File: config.mk
export PLATFORM = sky130hd
export DESIGN_NAME = posture_change_classifier
export DESIGN_NICKNAME = d
export VERILOG_FILES = /design/src/rtl/core/pcc_pkg.sv /design/src/rtl/core/pcc_intake.sv /design/src/rtl/core/pcc_track.sv /design/src/rtl/core/posture_change_classifier.sv
export SDC_FILE = /design/constraint.sdc
export NUM_CORES = 1
export LEC_CHECK = 0
export BUFFER_PORTS_ARGS = -buffer_cell sky130_fd_sc_hd__buf_2
export CAP_MARGIN = 0
export CELL_PAD_IN_SITES_DETAIL_PLACEMENT = 2
export CELL_PAD_IN_SITES_GLOBAL_PLACEMENT = 2
export CORE_AREA = 2 2 187 189
export DETAILED_ROUTE_END_ITERATION = 8
export DIE_AREA = 0 0 189 191
export GPL_TIMING_DRIVEN = 0
export PLACE_DENSITY = 0.76
export RECOVER_POWER = 50
export SLEW_MARGIN = 20
export SYNTH_ARGS = -nofsm -noshare
export SYNTH_HDL_FRONTEND = slang
export SYNTH_HIERARCHICAL = 1
export SYNTH_SLANG_ARGS = --single-unit
export TNS_END_PERCENT = 5
File: constraint.sdc
create_clock -name clk_i -period 7 [get_ports clk_i]
set_clock_uncertainty 0.1 [all_clocks]
set_input_delay 0.7 -clock clk_i [delete_from_list [all_inputs] [get_ports clk_i]]
set_output_delay 0.7 -clock clk_i [all_outputs]
set_load 0.02 [all_outputs]
File: src/rtl/core/pcc_pkg.sv
// Package for the posture change classifier.
// Posture codes, command and register indexes, widths, shared types and helpers.
// No dependencies.
package pcc_pkg;

  localparam int unsigned CoordW  = 12;
  localparam int unsigned CentreW = 13;
  localparam int unsigned ThrW    = 12;
  localparam int unsigned CountW  = 8;
  localparam int unsigned RegIdxW = 2;

  typedef enum logic [2:0] {
    POST_UNKNOWN      = 3'd0,
    POST_STANDING_UP  = 3'd1,
    POST_SITTING_DOWN = 3'd2,
    POST_SIT          = 3'd3,
    POST_STAND        = 3'd4
  } posture_e;

  localparam logic CMD_START = 1'b0;
  localparam logic CMD_FRAME = 1'b1;

  localparam logic [RegIdxW-1:0] REG_INIT_THR  = 2'd0;
  localparam logic [RegIdxW-1:0] REG_MOVE_THR  = 2'd1;
  localparam logic [RegIdxW-1:0] REG_NEAR_THR  = 2'd2;
  localparam logic [RegIdxW-1:0] REG_CHECK_INT = 2'd3;

  localparam logic [ThrW-1:0]   INIT_THR_RST  = 12'd80;
  localparam logic [ThrW-1:0]   MOVE_THR_RST  = 12'd30;
  localparam logic [ThrW-1:0]   NEAR_THR_RST  = 12'd50;
  localparam logic [CountW-1:0] CHECK_INT_RST = 8'd10;

  typedef struct packed {
    logic [ThrW-1:0]   init_thr;
    logic [ThrW-1:0]   move_thr;
    logic [ThrW-1:0]   near_thr;
    logic [CountW-1:0] check_int;
  } cfg_t;

  typedef struct packed {
    logic               command;
    logic               box_found;
    logic [CentreW-1:0] centre;
  } item_t;

  typedef struct packed {
    posture_e           posture;
    posture_e           initial_posture;
    logic               posture_known;
    logic [CentreW-1:0] centre_y;
  } result_t;

  function automatic logic [CentreW-1:0] abs_diff(input logic [CentreW-1:0] a,
                                                  input logic [CentreW-1:0] b);
    abs_diff = (a > b) ? (a - b) : (b - a);
  endfunction

endpackage

File: src/rtl/core/pcc_intake.sv
// Input register of the posture change classifier: takes one word, forms the box centre.
// Depends on pcc_pkg.
module pcc_intake (
  input  logic                clk_i,
  input  logic                rst_ni,
  input  logic                load_i,
  input  logic                drain_i,
  input  logic                command_i,
  input  logic                box_found_i,
  input  logic [pcc_pkg::CoordW-1:0] box_top_i,
  input  logic [pcc_pkg::CoordW-1:0] box_height_i,
  output logic                valid_o,
  output pcc_pkg::item_t      item_o
);

  logic           valid_q, valid_d;
  pcc_pkg::item_t item_q;

  always_comb begin
    valid_d = valid_q;
    if (drain_i) valid_d = 1'b0;
    if (load_i)  valid_d = 1'b1;
  end

  always_ff @(posedge clk_i or negedge rst_ni) begin
    if (!rst_ni) begin
      valid_q <= 1'b0;
    end else begin
      valid_q <= valid_d;
    end
  end

  always_ff @(posedge clk_i) begin
    if (load_i) begin
      item_q.command   <= command_i;
      item_q.box_found <= box_found_i;
      item_q.centre    <= {1'b0, box_top_i} + {2'b00, box_height_i[pcc_pkg::CoordW-1:1]};
    end
  end

  assign valid_o = valid_q;
  assign item_o  = item_q;

endmodule

File: src/rtl/core/pcc_track.sv
// Tracking state and posture classification for one person.
// Updates the centres, the postures and the frame counter per item. Depends on pcc_pkg.
module pcc_track (
  input  logic             clk_i,
  input  logic             rst_ni,
  input  logic             step_i,
  input  pcc_pkg::item_t   item_i,
  input  pcc_pkg::cfg_t    cfg_i,
  output pcc_pkg::result_t result_o
);

  logic [pcc_pkg::CentreW-1:0] origin_q, origin_d;
  logic [pcc_pkg::CentreW-1:0] cur_q, cur_d;
  logic [pcc_pkg::CentreW-1:0] prev_q, prev_d;
  logic [pcc_pkg::CentreW-1:0] ext_q, ext_d;
  pcc_pkg::posture_e           init_q, init_d;
  pcc_pkg::posture_e           post_q, post_d;
  logic [pcc_pkg::CountW-1:0]  cnt_q, cnt_d;
  logic [pcc_pkg::CountW-1:0]  cnt_inc;

  always_comb begin
    origin_d = origin_q;
    cur_d    = cur_q;
    prev_d   = prev_q;
    ext_d    = ext_q;
    init_d   = init_q;
    post_d   = post_q;
    cnt_d    = cnt_q;
    cnt_inc  = cnt_q + 8'd1;
    if (item_i.command == pcc_pkg::CMD_START) begin
      origin_d = item_i.centre;
      cur_d    = item_i.centre;
      prev_d   = item_i.centre;
      ext_d    = item_i.centre;
      init_d   = pcc_pkg::POST_UNKNOWN;
      post_d   = pcc_pkg::POST_UNKNOWN;
      cnt_d    = '0;
    end else begin
      if (item_i.box_found) begin
        cur_d = item_i.centre;
        if (cur_d > origin_q && cur_d > ext_q) ext_d = cur_d;
        if (cur_d < origin_q && cur_d < ext_q) ext_d = cur_d;
      end
      if (init_q == pcc_pkg::POST_UNKNOWN &&
          pcc_pkg::abs_diff(cur_d, origin_q) > {1'b0, cfg_i.init_thr}) begin
        init_d = (cur_d > origin_q) ? pcc_pkg::POST_STAND : pcc_pkg::POST_SIT;
      end
      cnt_d = cnt_inc;
      if (cnt_inc == cfg_i.check_int) begin
        cnt_d  = '0;
        prev_d = cur_d;
        if (pcc_pkg::abs_diff(prev_q, cur_d) > {1'b0, cfg_i.move_thr}) begin
          post_d = (cur_d > prev_q) ? pcc_pkg::POST_SITTING_DOWN
                                    : pcc_pkg::POST_STANDING_UP;
        end else if (pcc_pkg::abs_diff(cur_d, origin_q) < {1'b0, cfg_i.near_thr}) begin
          post_d = init_d;
        end else if (pcc_pkg::abs_diff(cur_d, ext_d) < {1'b0, cfg_i.near_thr}) begin
          post_d = (init_d == pcc_pkg::POST_SIT) ? pcc_pkg::POST_STAND : pcc_pkg::POST_SIT;
        end
      end
    end
  end

  always_ff @(posedge clk_i or negedge rst_ni) begin
    if (!rst_ni) begin
      origin_q <= '0;
      cur_q    <= '0;
      prev_q   <= '0;
      ext_q    <= '0;
      init_q   <= pcc_pkg::POST_UNKNOWN;
      post_q   <= pcc_pkg::POST_UNKNOWN;
      cnt_q    <= '0;
    end else if (step_i) begin
      origin_q <= origin_d;
      cur_q    <= cur_d;
      prev_q   <= prev_d;
      ext_q    <= ext_d;
      init_q   <= init_d;
      post_q   <= post_d;
      cnt_q    <= cnt_d;
    end
  end

  assign result_o.posture         = post_d;
  assign result_o.initial_posture = init_d;
  assign result_o.posture_known   = (init_d != pcc_pkg::POST_UNKNOWN);
  assign result_o.centre_y        = cur_d;

endmodule

File: src/rtl/core/posture_change_classifier.sv
// Top level of the posture change classifier: stream ports, config registers, result register.
// Instantiates pcc_intake and pcc_track. Depends on pcc_pkg.
//
// One word in, one word out. A word is taken every cycle while the result register is free
// or being drained; its result passes through the input register and then, behind one level
// of compare logic, the result register before it reaches the master side. Start words (tuser
// bit 0 low) reset the tracking; frame words update it. Config writes are always ready and
// take effect at once; write them only while no word is in flight.
module posture_change_classifier (
  input  logic        clk_i,
  input  logic        rst_ni,
  input  logic        s_axis_tvalid,
  output logic        s_axis_tready,
  input  logic [23:0] s_axis_tdata,   // box_top[11:0], box_height[23:12]
  input  logic [1:0]  s_axis_tuser,   // command[0], box_found[1]
  output logic        m_axis_tvalid,
  input  logic        m_axis_tready,
  output logic [23:0] m_axis_tdata,   // posture[2:0], initial_posture[5:3],
                                      // posture_known[6], centre_y[19:7], zero[23:20]
  input  logic        cfg_valid_i,
  output logic        cfg_ready_o,
  input  logic [pcc_pkg::RegIdxW-1:0] cfg_index_i,
  input  logic [pcc_pkg::ThrW-1:0]    cfg_data_i
);

  pcc_pkg::cfg_t    cfg_q;
  pcc_pkg::item_t   item;
  pcc_pkg::result_t result;
  pcc_pkg::result_t out_q;
  logic             in_valid;
  logic             out_valid_q;
  logic             advance;

  assign advance       = in_valid && (!out_valid_q || m_axis_tready);
  assign s_axis_tready = !in_valid || advance;
  assign cfg_ready_o   = 1'b1;

  always_ff @(posedge clk_i or negedge rst_ni) begin
    if (!rst_ni) begin
      cfg_q.init_thr  <= pcc_pkg::INIT_THR_RST;
      cfg_q.move_thr  <= pcc_pkg::MOVE_THR_RST;
      cfg_q.near_thr  <= pcc_pkg::NEAR_THR_RST;
      cfg_q.check_int <= pcc_pkg::CHECK_INT_RST;
    end else if (cfg_valid_i) begin
      case (cfg_index_i)
        pcc_pkg::REG_INIT_THR:  cfg_q.init_thr  <= cfg_data_i;
        pcc_pkg::REG_MOVE_THR:  cfg_q.move_thr  <= cfg_data_i;
        pcc_pkg::REG_NEAR_THR:  cfg_q.near_thr  <= cfg_data_i;
        pcc_pkg::REG_CHECK_INT: cfg_q.check_int <= cfg_data_i[pcc_pkg::CountW-1:0];
        default: ;
      endcase
    end
  end

  pcc_intake u_intake (
    .clk_i        (clk_i),
    .rst_ni       (rst_ni),
    .load_i       (s_axis_tvalid && s_axis_tready),
    .drain_i      (advance),
    .command_i    (s_axis_tuser[0]),
    .box_found_i  (s_axis_tuser[1]),
    .box_top_i    (s_axis_tdata[11:0]),
    .box_height_i (s_axis_tdata[23:12]),
    .valid_o      (in_valid),
    .item_o       (item)
  );

  pcc_track u_track (
    .clk_i    (clk_i),
    .rst_ni   (rst_ni),
    .step_i   (advance),
    .item_i   (item),
    .cfg_i    (cfg_q),
    .result_o (result)
  );

  always_ff @(posedge clk_i or negedge rst_ni) begin
    if (!rst_ni) begin
      out_valid_q <= 1'b0;
    end else if (advance) begin
      out_valid_q <= 1'b1;
    end else if (m_axis_tready) begin
      out_valid_q <= 1'b0;
    end
  end

  always_ff @(posedge clk_i) begin
    if (advance) out_q <= result;
  end

  assign m_axis_tvalid = out_valid_q;
  assign m_axis_tdata  = {4'b0000, out_q.centre_y, out_q.posture_known,
                          out_q.initial_posture, out_q.posture};

endmodule

==> run metrics <==
Layout Nets 1,605; simple-gate area share of the yosys netlist 0.114; ratio of cells with drive above 1 in the final layout 0.278; worst-path maximum fanout 8; initial antenna violation count 0; CP most frequent cell ha_1; cells after synthesis 1,270; worst r2r src u_intake/item_o[5]$_DFFE_PP_; asr flop ratio synth 0.762; top-count cell post-synth ha_1; kind of critical path flip-flop to flip-flop; top post-synthesis cells by area dfrtp_1 20%, ha_1 16%, edfxtp_1 8.4%; core area 34,100 sq um; M3 GR Usage 0.0371; Overall Global Routing Usage 0.268; syn_area_per_cell 9.80 sq um; fillers 3,641; cells on worst reg2reg path 33; type of origin of the critical path flip-flop; DIE WIDTH 189 um; f_max 131 MHz; Ant. Diodes 0; dpl ws -2010 ps; Synth Flop Type dfrtp_1; via/cell ratio 5.70; met1 Use GR 0.321; Seq cells post-synth 147; CTS tree yes; Crit. End Element flip-flop; Max stage delay on crit path 490 ps; register-to-register setup slack -650 ps; row count 68; status finished with violations; RSZ-0062 raised after global routing yes; DR WL/cell 25.9 um; DRC violations left 0; warnings from Yosys 6; vias in the first global route 11,900; Post-Synth Adder-Cell Area 0.172; Die Area 36,100 sq um; worst hold endpoint u_intake/item_o[13]$_DFFE_PP_; busiest grt layer met2; initial cell density of the core 0.365; Post-synth EDFFs 35; Cells after DPL 1,795; Synth Area in Compound Gates 0.161; commonest cells in the netlist 160 x ha_1, 127 x inv_1, 101 x dfrtp_1, 99 x a21oi_1, 88 x mux2_2; final count of negative-setup-slack endpoints 6; IO buf count 65; clk buf depth 2; fin crit share 1.09; min-delay src s_axis_tuser[1]; GPL Wtd Cong 0.875; post-route antenna net violation count 0; multiplexer area fraction after synthesis 0.147; worst path arrival time 7890 ps; clock sink count 147; hold slack final 299 ps; Mapped Area 12,400 sq um; worst-margin pin slew 3980 ps; distinct cell type count of the synthesized netlist 92; clk_lat worst skew 480 ps; dpl hpwl 33,500 um; Initial DRC Count 487; Worst Hold Path Cells 1; max cap viols 2; CTS Hold Bufs 0; crit path time final 7650 ps; total congestion overflow 0; vias 10,600; Synth Area in XOR/XNOR 0.0324; Slowest cell on crit path edfxtp_1; 1st-pass router iterations 5; Synth top area share 0.203; Root Driver clkbuf_16; Register Area 3870 sq um; Num CTS Buffers 17; Reg clk slew, reported paths 90 ps; largest family of logic cells by synthesized area adder cells; hold crit path type primary input to flip-flop; largest net degree at the start of global routing 72; Hold Vio Cnt, Final 0; Die Ht 191 um; setup slack after layout -652 ps; H-tree depth 4; violated checks max-capacitance violations, max-slew violations, negative setup slack; Layout Cells excl Fill 1,861; area of the multi-input gates 8440 sq um; first-pass GRT wire length 72,700 um; met2 track demand over resource 0.475; final wirelength 48,200 um; io pins 72; relative slew slack -1.66; largest area contributor in the netlist dfrtp_1; CP Data Required Time 7240 ps; reg-to-reg endpoint m_axis_tdata[2]$_DFFE_PP_; Final Max Tran Viols 115; synth-to-layout area growth 20.0%; sequential share of the synthesized area 0.311
==> cells by family after synthesis <==
group,Yosys count
buffers and inverters,178
AOI/OAI and AO/OA,299
xor gates and xnor gates,46
and+or+nand+nor,272
other,2
muxes,159
adders and majority gates,167
DFF,147
==> layout by cell type (no fill, tap or decap), drive strengths merged, types with 35 or more instances in the layout <==
master  count
clkbuf     35
nand2      75
edfxtp     35
inv       134
nor2       61
buf       134
ha        160
mux2i      42
o21ai      60
a21oi     106
dfrtp     101
mux2      117
==> critical path: cells and delay by family, from the launching register on <==
kind / cells / cell delay, ps
flip-flops: 1 / 490
buffers and inverters: 3 / 520
adder cells (fa/ha/maj): 4 / 1140
multiplexers: 4 / 870
AO/OA/AOI/OAI: 13 / 2920
AND/OR/NAND/NOR: 9 / 1470
==> worst max path at each step <==
stage	slack (ps)	startpoint	depth (start not counted)	endpoint
final	-650	u_intake/item_o[5]$_DFFE_PP_	33	m_axis_tdata[2]$_DFFE_PP_
after floorplan	270	u_intake/item_o[8]$_DFFE_PP_	29	m_axis_tdata[2]$_DFFE_PP_
after global placement	-1620	u_intake/item_o[13]$_DFFE_PP_	27	m_axis_tdata[2]$_DFFE_PP_
after detailed placement	-2010	u_intake/item_o[13]$_DFFE_PP_	27	m_axis_tdata[2]$_DFFE_PP_
after global routing	-790	u_intake/item_o[5]$_DFFE_PP_	33	m_axis_tdata[2]$_DFFE_PP_
after CTS	-160	u_intake/item_o[7]$_DFFE_PP_	32	m_axis_tdata[2]$_DFFE_PP_
==> cell type report <==
type / instances / area share
Buffer: 48 / 0.0212
Clock buffer: 17 / 0.0285
Clock inverter: 15 / 0.0135
Inverter: 127 / 0.0322
Multi-Input combinational cell: 948 / 0.565
Sequential cell: 147 / 0.259
Tap cell: 455 / 0.0381
Timing Repair Buffer: 104 / 0.0422
==> state kept, by name (all words and copies together) (netlist names) <==
name / cells
cfg_q: 44
m_axis_tdata: 20
m_axis_tvalid: 1
u_intake/item_o: 15
u_intake/valid_o: 1
u_track/cnt_q: 8
u_track/cur_q: 13
u_track/ext_q: 13
u_track/init_q: 3
u_track/origin_q: 13
u_track/post_q: 3
u_track/prev_q: 13
==> stage by stage <==
| step | TNS [ps] | instance area [sq um] | utilization |
|---|---|---|---|
| finish | -3020 | 14900 | 0.438 |
| global route | -3950 | 14900 | 0.438 |
| CTS | -438 | 14800 | 0.434 |
| detailed placement | -17680 | 13400 | 0.393 |
| global placement | -13970 | 13300 | 0.391 |
| floorplan | 0 | 12500 | - |
==> layer usage <==
metal  vias to the layer above  wire length [um]
met2                       254             24200
met4                         0              2120
met1                      5463             20500
met5                         -                 0
met3                       107              1370
li1                       4775                 -
==> repair_timing <==
action,CTS,global route
setup buffers,27,10
pin swaps,29,26
setup endpoints to repair,13,12
resized for setup,112,35
Power is left out: the tool's default activity adds up to more than one toggle a clock period on the data nets, which glitch-free logic cannot reach.
